[src/rtl/crc_framed_request_deframer_macros.svh]
// Assertion macros used by the deframer top level.
`ifndef CRC_FRAMED_REQUEST_DEFRAMER_MACROS_SVH
`define CRC_FRAMED_REQUEST_DEFRAMER_MACROS_SVH

// Same-cycle implication, disabled while reset is asserted.
`define CFRD_ASSERT_IMPLIES(label, clk, rst_n, ante, cons) \
  label: assert property (@(posedge clk) disable iff (!(rst_n)) (ante) |-> (cons)) \
    else $error("deframer check failed");

// Next-cycle implication, disabled while reset is asserted.
`define CFRD_ASSERT_NEXT(label, clk, rst_n, ante, cons) \
  label: assert property (@(posedge clk) disable iff (!(rst_n)) (ante) |=> (cons)) \
    else $error("deframer check failed");

`endif

[src/rtl/cfrd_pkg.sv]
// Shared types, codes and the CRC16-CCITT byte update for the request deframer.
`default_nettype none

package cfrd_pkg;

  // Input operation codes
  localparam logic [1:0] OP_BYTE  = 2'd0;
  localparam logic [1:0] OP_TICK  = 2'd1;
  localparam logic [1:0] OP_ABORT = 2'd2;

  // Result kinds
  localparam logic [1:0] EV_PAYLOAD = 2'd0;
  localparam logic [1:0] EV_GOOD    = 2'd1;
  localparam logic [1:0] EV_BAD     = 2'd2;

  // Parser phases
  localparam logic [2:0] PH_WAIT     = 3'd0;
  localparam logic [2:0] PH_COMMAND  = 3'd1;
  localparam logic [2:0] PH_SEQUENCE = 3'd2;
  localparam logic [2:0] PH_LENGTH   = 3'd3;
  localparam logic [2:0] PH_DATA     = 3'd4;
  localparam logic [2:0] PH_CRC_HI   = 3'd5;
  localparam logic [2:0] PH_CRC_LO   = 3'd6;

  // Register indexes (byte address = 4 * index)
  localparam int unsigned PADDR_W = 5;
  localparam int unsigned PDATA_W = 32;
  localparam logic [2:0] REG_START_BYTE = 3'd0;
  localparam logic [2:0] REG_GET_CODE   = 3'd1;
  localparam logic [2:0] REG_SET_CODE   = 3'd2;
  localparam logic [2:0] REG_SET_SIZE   = 3'd3;
  localparam logic [2:0] REG_TIMEOUT    = 3'd4;

  // Register reset values
  localparam logic [7:0]  RST_START_BYTE = 8'hA5;
  localparam logic [7:0]  RST_GET_CODE   = 8'h47;
  localparam logic [7:0]  RST_SET_CODE   = 8'h53;
  localparam logic [7:0]  RST_SET_SIZE   = 8'd217;
  localparam logic [15:0] RST_TIMEOUT    = 16'd250;

  localparam logic [15:0] CRC_POLY = 16'h1021;
  localparam logic [15:0] CRC_INIT = 16'hFFFF;
  localparam logic [15:0] IDLE_MAX = 16'hFFFF;

  typedef struct packed {
    logic [1:0] op;
    logic [7:0] rx_byte;
  } in_item_t;

  typedef struct packed {
    logic [1:0] event_kind;
    logic [7:0] frame_command;
    logic [7:0] frame_sequence;
    logic [7:0] payload_index;
    logic [7:0] payload_value;
  } out_item_t;

  typedef struct packed {
    logic [7:0]  request_start_byte;
    logic [7:0]  get_command_code;
    logic [7:0]  set_command_code;
    logic [7:0]  set_payload_size;
    logic [15:0] frame_timeout_ticks;
  } cfg_t;

  // Advance the CRC by one byte, MSB first, no reflection.
  function automatic logic [15:0] crc16_byte(input logic [15:0] crc, input logic [7:0] b);
    logic [15:0] c;
    c = crc ^ {b, 8'h00};
    for (int k = 0; k < 8; k++) begin
      if (c[15]) begin
        c = {c[14:0], 1'b0} ^ CRC_POLY;
      end else begin
        c = {c[14:0], 1'b0};
      end
    end
    return c;
  endfunction

endpackage

`default_nettype wire

[src/rtl/cfrd_cfg_regs.sv]
// APB-style configuration register file for the request deframer.
`default_nettype none

module cfrd_cfg_regs (
  input  wire logic                          clk_i,
  input  wire logic                          rst_ni,
  input  wire logic                          psel,
  input  wire logic                          penable,
  input  wire logic                          pwrite,
  input  wire logic [cfrd_pkg::PADDR_W-1:0]  paddr,
  input  wire logic [cfrd_pkg::PDATA_W-1:0]  pwdata,
  output logic      [cfrd_pkg::PDATA_W-1:0]  prdata,
  output logic                               pready,
  output cfrd_pkg::cfg_t                     cfg_o
);

  cfrd_pkg::cfg_t cfg_q, cfg_d;
  logic [2:0]     reg_idx;
  logic           wr_en;

  assign reg_idx = paddr[cfrd_pkg::PADDR_W-1:2];
  assign pready  = 1'b1;
  assign wr_en   = psel && penable && pwrite && pready;
  assign cfg_o   = cfg_q;

  always_comb begin
    cfg_d = cfg_q;
    if (wr_en) begin
      case (reg_idx)
        cfrd_pkg::REG_START_BYTE: cfg_d.request_start_byte  = pwdata[7:0];
        cfrd_pkg::REG_GET_CODE:   cfg_d.get_command_code    = pwdata[7:0];
        cfrd_pkg::REG_SET_CODE:   cfg_d.set_command_code    = pwdata[7:0];
        cfrd_pkg::REG_SET_SIZE:   cfg_d.set_payload_size    = pwdata[7:0];
        cfrd_pkg::REG_TIMEOUT:    cfg_d.frame_timeout_ticks = pwdata[15:0];
        default: ;
      endcase
    end
  end

  always_comb begin
    case (reg_idx)
      cfrd_pkg::REG_START_BYTE: prdata = {24'd0, cfg_q.request_start_byte};
      cfrd_pkg::REG_GET_CODE:   prdata = {24'd0, cfg_q.get_command_code};
      cfrd_pkg::REG_SET_CODE:   prdata = {24'd0, cfg_q.set_command_code};
      cfrd_pkg::REG_SET_SIZE:   prdata = {24'd0, cfg_q.set_payload_size};
      cfrd_pkg::REG_TIMEOUT:    prdata = {16'd0, cfg_q.frame_timeout_ticks};
      default:                  prdata = '0;
    endcase
  end

  always_ff @(posedge clk_i or negedge rst_ni) begin
    if (!rst_ni) begin
      cfg_q.request_start_byte  <= cfrd_pkg::RST_START_BYTE;
      cfg_q.get_command_code    <= cfrd_pkg::RST_GET_CODE;
      cfg_q.set_command_code    <= cfrd_pkg::RST_SET_CODE;
      cfg_q.set_payload_size    <= cfrd_pkg::RST_SET_SIZE;
      cfg_q.frame_timeout_ticks <= cfrd_pkg::RST_TIMEOUT;
    end else begin
      cfg_q <= cfg_d;
    end
  end

endmodule

`default_nettype wire

[src/rtl/cfrd_parser.sv]
// Frame parser state, CRC accumulation and per-transaction result logic.
`default_nettype none

module cfrd_parser (
  input  wire logic                clk_i,
  input  wire logic                rst_ni,
  input  wire logic                fire_i,
  input  wire cfrd_pkg::in_item_t  item_i,
  input  wire cfrd_pkg::cfg_t      cfg_i,
  output logic                     res_valid_o,
  output cfrd_pkg::out_item_t      res_o
);

  logic [2:0]  phase_q, phase_d;
  logic [7:0]  cmd_q, cmd_d;
  logic [7:0]  seq_q, seq_d;
  logic [7:0]  len_q, len_d;
  logic [7:0]  pos_q, pos_d;
  logic [15:0] crc_q, crc_d;
  logic [7:0]  crc_hi_q, crc_hi_d;
  logic [15:0] idle_q, idle_d;

  logic [15:0] crc_next;
  logic [7:0]  pos_inc;
  logic        clear;
  logic        len_bad;
  logic [7:0]  b;

  assign b        = item_i.rx_byte;
  assign crc_next = cfrd_pkg::crc16_byte(crc_q, b);
  assign pos_inc  = pos_q + 8'd1;

  always_comb begin
    if (cmd_q == cfg_i.get_command_code) begin
      len_bad = (b != 8'd0);
    end else if (cmd_q == cfg_i.set_command_code) begin
      len_bad = (b != cfg_i.set_payload_size);
    end else begin
      len_bad = 1'b0;
    end
  end

  always_comb begin
    phase_d  = phase_q;
    cmd_d    = cmd_q;
    seq_d    = seq_q;
    len_d    = len_q;
    pos_d    = pos_q;
    crc_d    = crc_q;
    crc_hi_d = crc_hi_q;
    idle_d   = idle_q;
    clear    = 1'b0;

    res_valid_o          = 1'b0;
    res_o.event_kind     = cfrd_pkg::EV_PAYLOAD;
    res_o.frame_command  = cmd_q;
    res_o.frame_sequence = seq_q;
    res_o.payload_index  = 8'd0;
    res_o.payload_value  = 8'd0;

    if (fire_i) begin
      case (item_i.op)
        cfrd_pkg::OP_TICK: begin
          if (idle_q != cfrd_pkg::IDLE_MAX) begin
            idle_d = idle_q + 16'd1;
          end
          if (phase_q != cfrd_pkg::PH_WAIT && idle_d >= cfg_i.frame_timeout_ticks) begin
            clear = 1'b1;
          end
        end
        cfrd_pkg::OP_ABORT: begin
          clear = 1'b1;
        end
        cfrd_pkg::OP_BYTE: begin
          idle_d = '0;
          case (phase_q)
            cfrd_pkg::PH_WAIT: begin
              if (b == cfg_i.request_start_byte) begin
                phase_d = cfrd_pkg::PH_COMMAND;
                crc_d   = cfrd_pkg::CRC_INIT;
              end
            end
            cfrd_pkg::PH_COMMAND: begin
              if (b != cfg_i.get_command_code && b != cfg_i.set_command_code) begin
                clear = 1'b1;
              end else begin
                cmd_d   = b;
                crc_d   = crc_next;
                phase_d = cfrd_pkg::PH_SEQUENCE;
              end
            end
            cfrd_pkg::PH_SEQUENCE: begin
              seq_d   = b;
              crc_d   = crc_next;
              phase_d = cfrd_pkg::PH_LENGTH;
            end
            cfrd_pkg::PH_LENGTH: begin
              len_d = b;
              crc_d = crc_next;
              if (len_bad) begin
                res_valid_o      = 1'b1;
                res_o.event_kind = cfrd_pkg::EV_BAD;
                clear            = 1'b1;
              end else begin
                pos_d   = 8'd0;
                phase_d = (b != 8'd0) ? cfrd_pkg::PH_DATA : cfrd_pkg::PH_CRC_HI;
              end
            end
            cfrd_pkg::PH_DATA: begin
              res_valid_o         = 1'b1;
              res_o.event_kind    = cfrd_pkg::EV_PAYLOAD;
              res_o.payload_index = pos_q;
              res_o.payload_value = b;
              crc_d               = crc_next;
              pos_d               = pos_inc;
              if (pos_inc >= len_q) begin
                phase_d = cfrd_pkg::PH_CRC_HI;
              end
            end
            cfrd_pkg::PH_CRC_HI: begin
              crc_hi_d = b;
              phase_d  = cfrd_pkg::PH_CRC_LO;
            end
            cfrd_pkg::PH_CRC_LO: begin
              res_valid_o      = 1'b1;
              res_o.event_kind = ({crc_hi_q, b} == crc_q) ? cfrd_pkg::EV_GOOD
                                                           : cfrd_pkg::EV_BAD;
              clear            = 1'b1;
            end
            default: begin
              clear = 1'b1;
            end
          endcase
        end
        default: ;
      endcase
    end

    // Drop the partial frame; the idle counter keeps running.
    if (clear) begin
      phase_d  = cfrd_pkg::PH_WAIT;
      cmd_d    = '0;
      seq_d    = '0;
      len_d    = '0;
      pos_d    = '0;
      crc_d    = cfrd_pkg::CRC_INIT;
      crc_hi_d = '0;
    end
  end

  always_ff @(posedge clk_i or negedge rst_ni) begin
    if (!rst_ni) begin
      phase_q  <= cfrd_pkg::PH_WAIT;
      cmd_q    <= '0;
      seq_q    <= '0;
      len_q    <= '0;
      pos_q    <= '0;
      crc_q    <= cfrd_pkg::CRC_INIT;
      crc_hi_q <= '0;
      idle_q   <= '0;
    end else begin
      phase_q  <= phase_d;
      cmd_q    <= cmd_d;
      seq_q    <= seq_d;
      len_q    <= len_d;
      pos_q    <= pos_d;
      crc_q    <= crc_d;
      crc_hi_q <= crc_hi_d;
      idle_q   <= idle_d;
    end
  end

endmodule

`default_nettype wire

[src/rtl/crc_framed_request_deframer.sv]
// Top level of the CRC16-framed request deframer: input register, parser, result register.
// Path: an accepted transaction is held in the input register, is parsed as it leaves it,
// and its result, if any, lands in the result register, from which it is offered.
// Throughput: one transaction per cycle; the input register, the parser update and the
// result register all advance together whenever the result register is free or drained.
// Reset: rst_ni clears both pipeline valids, the parser state and the idle tick counter,
// and loads the configuration registers with their default values.
`default_nettype none

`include "crc_framed_request_deframer_macros.svh"

module crc_framed_request_deframer (
  input  wire logic                          clk_i,
  input  wire logic                          rst_ni,
  // Input channel
  input  wire logic                          in_valid_i,
  output logic                               in_stall_o,
  input  wire cfrd_pkg::in_item_t            in_data_i,
  // Result channel
  output logic                               out_valid_o,
  input  wire logic                          out_stall_i,
  output cfrd_pkg::out_item_t                out_data_o,
  // Configuration port
  input  wire logic                          psel,
  input  wire logic                          penable,
  input  wire logic                          pwrite,
  input  wire logic [cfrd_pkg::PADDR_W-1:0]  paddr,
  input  wire logic [cfrd_pkg::PDATA_W-1:0]  pwdata,
  output logic      [cfrd_pkg::PDATA_W-1:0]  prdata,
  output logic                               pready
);

  cfrd_pkg::cfg_t      cfg;
  cfrd_pkg::in_item_t  in_data_q;
  logic                in_valid_q, in_valid_d;
  cfrd_pkg::out_item_t out_data_q;
  logic                out_valid_q, out_valid_d;
  cfrd_pkg::out_item_t res;
  logic                res_valid;
  logic                advance;
  logic                fire;
  logic                in_accept;

  cfrd_cfg_regs u_cfg (
    .clk_i   (clk_i),
    .rst_ni  (rst_ni),
    .psel    (psel),
    .penable (penable),
    .pwrite  (pwrite),
    .paddr   (paddr),
    .pwdata  (pwdata),
    .prdata  (prdata),
    .pready  (pready),
    .cfg_o   (cfg)
  );

  // The pipeline moves whenever the result register is empty or being drained.
  assign advance    = !out_valid_q || !out_stall_i;
  // Hold the input register only if it carries a transaction that cannot move.
  assign in_stall_o = in_valid_q && !advance;
  assign in_accept  = in_valid_i && !in_stall_o;
  // Process the held transaction as it moves into the result stage.
  assign fire       = in_valid_q && advance;

  cfrd_parser u_parser (
    .clk_i       (clk_i),
    .rst_ni      (rst_ni),
    .fire_i      (fire),
    .item_i      (in_data_q),
    .cfg_i       (cfg),
    .res_valid_o (res_valid),
    .res_o       (res)
  );

  always_comb begin
    in_valid_d = in_valid_q;
    if (!in_stall_o) begin
      in_valid_d = in_valid_i;
    end
  end

  always_comb begin
    out_valid_d = out_valid_q;
    if (advance) begin
      out_valid_d = fire && res_valid;
    end
  end

  always_ff @(posedge clk_i or negedge rst_ni) begin
    if (!rst_ni) begin
      in_valid_q  <= 1'b0;
      out_valid_q <= 1'b0;
    end else begin
      in_valid_q  <= in_valid_d;
      out_valid_q <= out_valid_d;
    end
  end

  // Payload registers load only on a transaction; no reset needed.
  always_ff @(posedge clk_i) begin
    if (in_accept) begin
      in_data_q <= in_data_i;
    end
    if (fire && res_valid) begin
      out_data_q <= res;
    end
  end

  assign out_valid_o = out_valid_q;
  assign out_data_o  = out_data_q;

  // A full result register that is stalled must hold back a waiting transaction.
  `CFRD_ASSERT_IMPLIES(a_stall_backpressure, clk_i, rst_ni,
                       out_valid_o && out_stall_i && in_valid_q, in_stall_o)
  // With nothing in the input register and the output free to drain, no result appears.
  `CFRD_ASSERT_NEXT(a_no_invented_result, clk_i, rst_ni,
                    !in_valid_q && !(out_valid_o && out_stall_i), !out_valid_o)
  // Only defined result kinds leave the block.
  `CFRD_ASSERT_IMPLIES(a_kind_defined, clk_i, rst_ni, out_valid_o,
                       out_data_o.event_kind == cfrd_pkg::EV_PAYLOAD ||
                       out_data_o.event_kind == cfrd_pkg::EV_GOOD ||
                       out_data_o.event_kind == cfrd_pkg::EV_BAD)

endmodule

`default_nettype wire

[config.mk]
export PLATFORM = sky130hd
export DESIGN_NAME = crc_framed_request_deframer
export DESIGN_NICKNAME = d
export VERILOG_FILES = /design/src/rtl/cfrd_pkg.sv /design/src/rtl/cfrd_cfg_regs.sv /design/src/rtl/cfrd_parser.sv /design/src/rtl/crc_framed_request_deframer.sv
export VERILOG_INCLUDE_DIRS = /design/src /design/src/rtl
export SDC_FILE = /design/constraint.sdc
export NUM_CORES = 1
export LEC_CHECK = 0
export ABC_AREA = 1
export ABC_CLOCK_PERIOD_IN_PS = 9100
export BUFFER_PORTS_ARGS = -buffer_cell sky130_fd_sc_hd__buf_4
export CAP_MARGIN = 40
export CELL_PAD_IN_SITES_DETAIL_PLACEMENT = 1
export CELL_PAD_IN_SITES_GLOBAL_PLACEMENT = 1
export CORE_UTILIZATION = 49
export CTS_BUF_LIST = sky130_fd_sc_hd__clkbuf_4
export DETAILED_ROUTE_END_ITERATION = 10
export GPL_ROUTABILITY_DRIVEN = 0
export GPL_TIMING_DRIVEN = 0
export PLACE_DENSITY = 0.85
export SETUP_SLACK_MARGIN = 0.02
export SYNTH_ARGS = -nofsm -noshare
export SYNTH_HDL_FRONTEND = slang
export SYNTH_SLANG_ARGS = --single-unit
[constraint.sdc]
create_clock -name clk_i -period 9.1 [get_ports clk_i]
set_input_delay 0.91 -clock clk_i [delete_from_list [all_inputs] [get_ports clk_i]]
set_output_delay 0.91 -clock clk_i [all_outputs]
set_load 0.02 [all_outputs]
==> impl_metrics.ini <==
[routing]
dr.pass1.iters = 5
routed-via-count = 8429
viasPerCell = 5.36
ant_nets = 0
drc = 0
finalWirelength_um = 27600
routedWlPerCell_um = 17.5
drt_iter0_drc = 424

[yosys]
syn_avg_cell_area_um2 = 8.28
ys.flop_type = dfrtp_1
synth_edf_count = 44
synth_cells = 1172
async_reset_ff_share_pct = 74.0
yosys_warnings = 0
synth_area_mm2 = 0.00970
synth_cell_types = 50
yosysSeqAreaShare_pct = 46.4
synth_seq_cells = 169

[timing]
period_needed_ps = 3880
skew_ps = 20.0
worst-slew-pin-transition_ps = 734
relSlewSlack_pct = 50.8
final-hold-violation-count = 0
grt_setup_unrepaired = no
max_freq_mhz = 258
fin_crit_sh_pct = 42.6
drv_slew = 0
setup_viol = 0
tns_ps = 0

[final_layout]
finalNetCount = 1375
drive_gt1_share_pct = 19.0
area_growth_pct = 14.1
utilization_pct = 56.9
fill_cells = 2429

[cts]
postCtsSetupRepairBufs = 0
cts.sink_count = 169
clock_latency_ps = 580
cts_resized = 0
cts_tree = done
holdBufCountCts = 0
cts_buffers = 17
cts_buffer_depth = 2
cts_root_buffer = clkbuf_4
h-tree-depth = 4
clk_pin_slew_ps = 130

[place]
port_buffers = 86
place_hpwl_um = 20900

[global_route]
grt_max_degree = 75
grt-ovfl-total = 0
grt_usage_pct = 28.8
first_global_vias = 8704
grt_pass1_wl_um = 45000
grt_antenna_before_repair = 1

[floorplanning]
die_w_um = 143
num_rows = 51
dieArea_mm2 = 0.0204
core_area_mm2 = 0.0195
pin_count = 123
initial_core_util_pct = 49.9
die_y_um = 143

[critical_path]
path_class = reg2reg
rr_endpoint = u_parser.pos_q[0]$_DFFE_PN0P_
worstPathMaxFanout = 10
startpoint_type = register
end_kind = register
reg2reg_slack_ps = 5220
reg2reg_depth = 21
cp.required_ps = 9570
cp_data_arrival_time_ps = 4350
r2r-start = u_parser.idle_q[0]$_DFFE_PN0P_

[pwr]
ir_drop_mv = 0.0941
power_density_mw_per_mm2 = 169
combPwrFrac_pct = 24.1
p_leak_uw = 0.00524
p_switching_uw = 629
pwr-share-clk_pct = 23.4
switching_share_pct = 33.6
p_int_uw = 1250
p_seq_share_pct = 52.4

[outcome]
outcome = finished, final reports clean

[run]
maxCapViolCount = 0

[hold_path]
worstHoldPathType = in2async
[critical path: stages, from the launching register on]
cell,delay (ps)
dfrtp_1,440
ha_1,230
nand3_1,180
nor2_1,260
nand3_1,130
nor2_1,100
nand3_1,180
nand2_1,170
nor2_1,60
xor2_1,240
inv_1,80
ha_1,180
a21oi_1,120
nand3b_1,140
a21oi_1,70
nor2_1,120
nand2_1,120
nand2_2,210
buf_2,300
o211ai_2,260
nand2_1,130
nand2_1,60
[synth_stat cells (all sizes together), types with 2 or more instances]
cell     instances  area share [%]
ha              26             3.4
o21ai           60             3.1
conb             2           0.077
inv            122             4.8
clkinv           4            0.18
nand3b           2            0.15
or2              4            0.26
xor2            18             1.6
buf             42             3.4
o2111ai         26             2.3
nor3b            2            0.15
nor4             3            0.19
nand2          379              15
a221o            5            0.52
nand3           53             2.8
a21oi           25             1.3
nor3            16             1.0
dfrtp           86              22
nand4           25             1.6
clkbuf          14            0.54
nor2           102             4.5
xnor2           53             4.8
o211ai           6            0.62
a22oi            3            0.23
edfxtp          44              14
o22ai            5            0.32
dfstp           39              11
[cell families after synthesis]
logic type	synth area share [%]
compound gates	8.79
xor+xnor	6.41
fa+ha+maj	3.35
buf+inv	8.95
flops	46.4
other cells	0.0774
simple gates	26.1
[power by group through the flow]
stage	logic, uW	clock network (uW)	registers (uW)
floorplan	336	0	961
detailed placement	453	0	996
finish	453	439	983
CTS	457	445	982
global route	512	473	993
global placement	428	0	990
[sequential cells by signal (all words and copies together) (netlist names)]
name               cells
in_data_q             10
in_valid_q             1
out_data_o            34
out_valid_o            1
u_cfg.cfg_o           48
u_parser.cmd_q         8
u_parser.crc_hi_q      8
u_parser.crc_q        16
u_parser.idle_q       16
u_parser.len_q         8
u_parser.phase_q       3
u_parser.pos_q         8
u_parser.seq_q         8
[final cells by class]
| cell class | count | area (um^2) | area share [%] |
|---|---|---|---|
| Clock inverter | 14 | 130 | 1.18 |
| Buffer | 56 | 383 | 3.46 |
| Inverter | 126 | 485 | 4.39 |
| Tap cell | 265 | 332 | 3.00 |
| Timing Repair Buffer | 89 | 709 | 6.41 |
| Multi-Input combinational cell | 836 | 4390 | 39.7 |
| Clock buffer | 18 | 135 | 1.22 |
| Sequential cell | 169 | 4500 | 40.6 |
| Antenna cell | 1 | 2.50 | 0.0226 |
[cells in the final DEF (no fill, tap or decap), types with 5 or more instances in the layout]
| cell | synthesis | final |
|---|---|---|
| nand2_1 | 370 | 370 |
| buf_4 | 28 | 113 |
| inv_1 | 108 | 108 |
| nor2_1 | 90 | 90 |
| dfrtp_1 | 86 | 86 |
| o21ai_0 | 58 | 58 |
| xnor2_1 | 53 | 53 |
| nand3_1 | 52 | 52 |
| edfxtp_1 | 44 | 44 |
| dfstp_2 | 39 | 39 |
| o2111ai_1 | 26 | 26 |
| ha_1 | 26 | 26 |
| nand4_1 | 25 | 25 |
| a21oi_1 | 24 | 24 |
| xor2_1 | 18 | 18 |
| clkbuf_4 | 0 | 18 |
| conb_1 | 2 | 17 |
| clkbuf_1 | 14 | 14 |
| nor3_1 | 12 | 12 |
| inv_2 | 11 | 11 |
| buf_6 | 8 | 9 |
| nor2_2 | 8 | 8 |
| clkinv_1 | 2 | 7 |
| buf_2 | 6 | 7 |
| a221o_1 | 5 | 5 |
| nand2_2 | 5 | 5 |
| o22ai_1 | 5 | 5 |
[per-stage QoR]
stage          instances  cell area, um^2  setup slack, ps  hold WS (ps)  power (uW)
6_report            1574            11100             5220           282        1870
5_1_grt             1574            11100             4810           276        1980
2_1_floorplan       1187             9760             5790           425        1300
3_5_place_dp        1541            10800             5300           437        1450
4_1_cts             1573            11100             5250           271        1880
3_3_place_gp        1538            10700             5130           441        1420
[worst max path at each step]
stage                              startpoint  cells after the start  slack [ps]                                to
2_1_floorplan                        paddr[4]                      5        5790                         prdata[1]
3_3_place_gp                         paddr[2]                      5        5130                         prdata[3]
3_5_place_dp   u_parser.idle_q[0]$_DFFE_PN0P_                     21        5300     u_parser.pos_q[0]$_DFFE_PN0P_
6_report       u_parser.idle_q[0]$_DFFE_PN0P_                     21        5220     u_parser.pos_q[0]$_DFFE_PN0P_
5_1_grt        u_parser.idle_q[0]$_DFFE_PN0P_                     21        4810  u_parser.crc_hi_q[5]$_DFFE_PN0P_
4_1_cts        u_parser.idle_q[0]$_DFFE_PN0P_                     21        5250     u_parser.pos_q[0]$_DFFE_PN0P_
[layer usage]
layer / global-route usage [%] / share of wire, %
met3: 3.72 / 3.0
met5: 0 / 0
met4: 8.60 / 1.7
met1: 37.7 / 46
met2: 49.7 / 49
No activity file was read; power rests on OpenSTA's default activity.
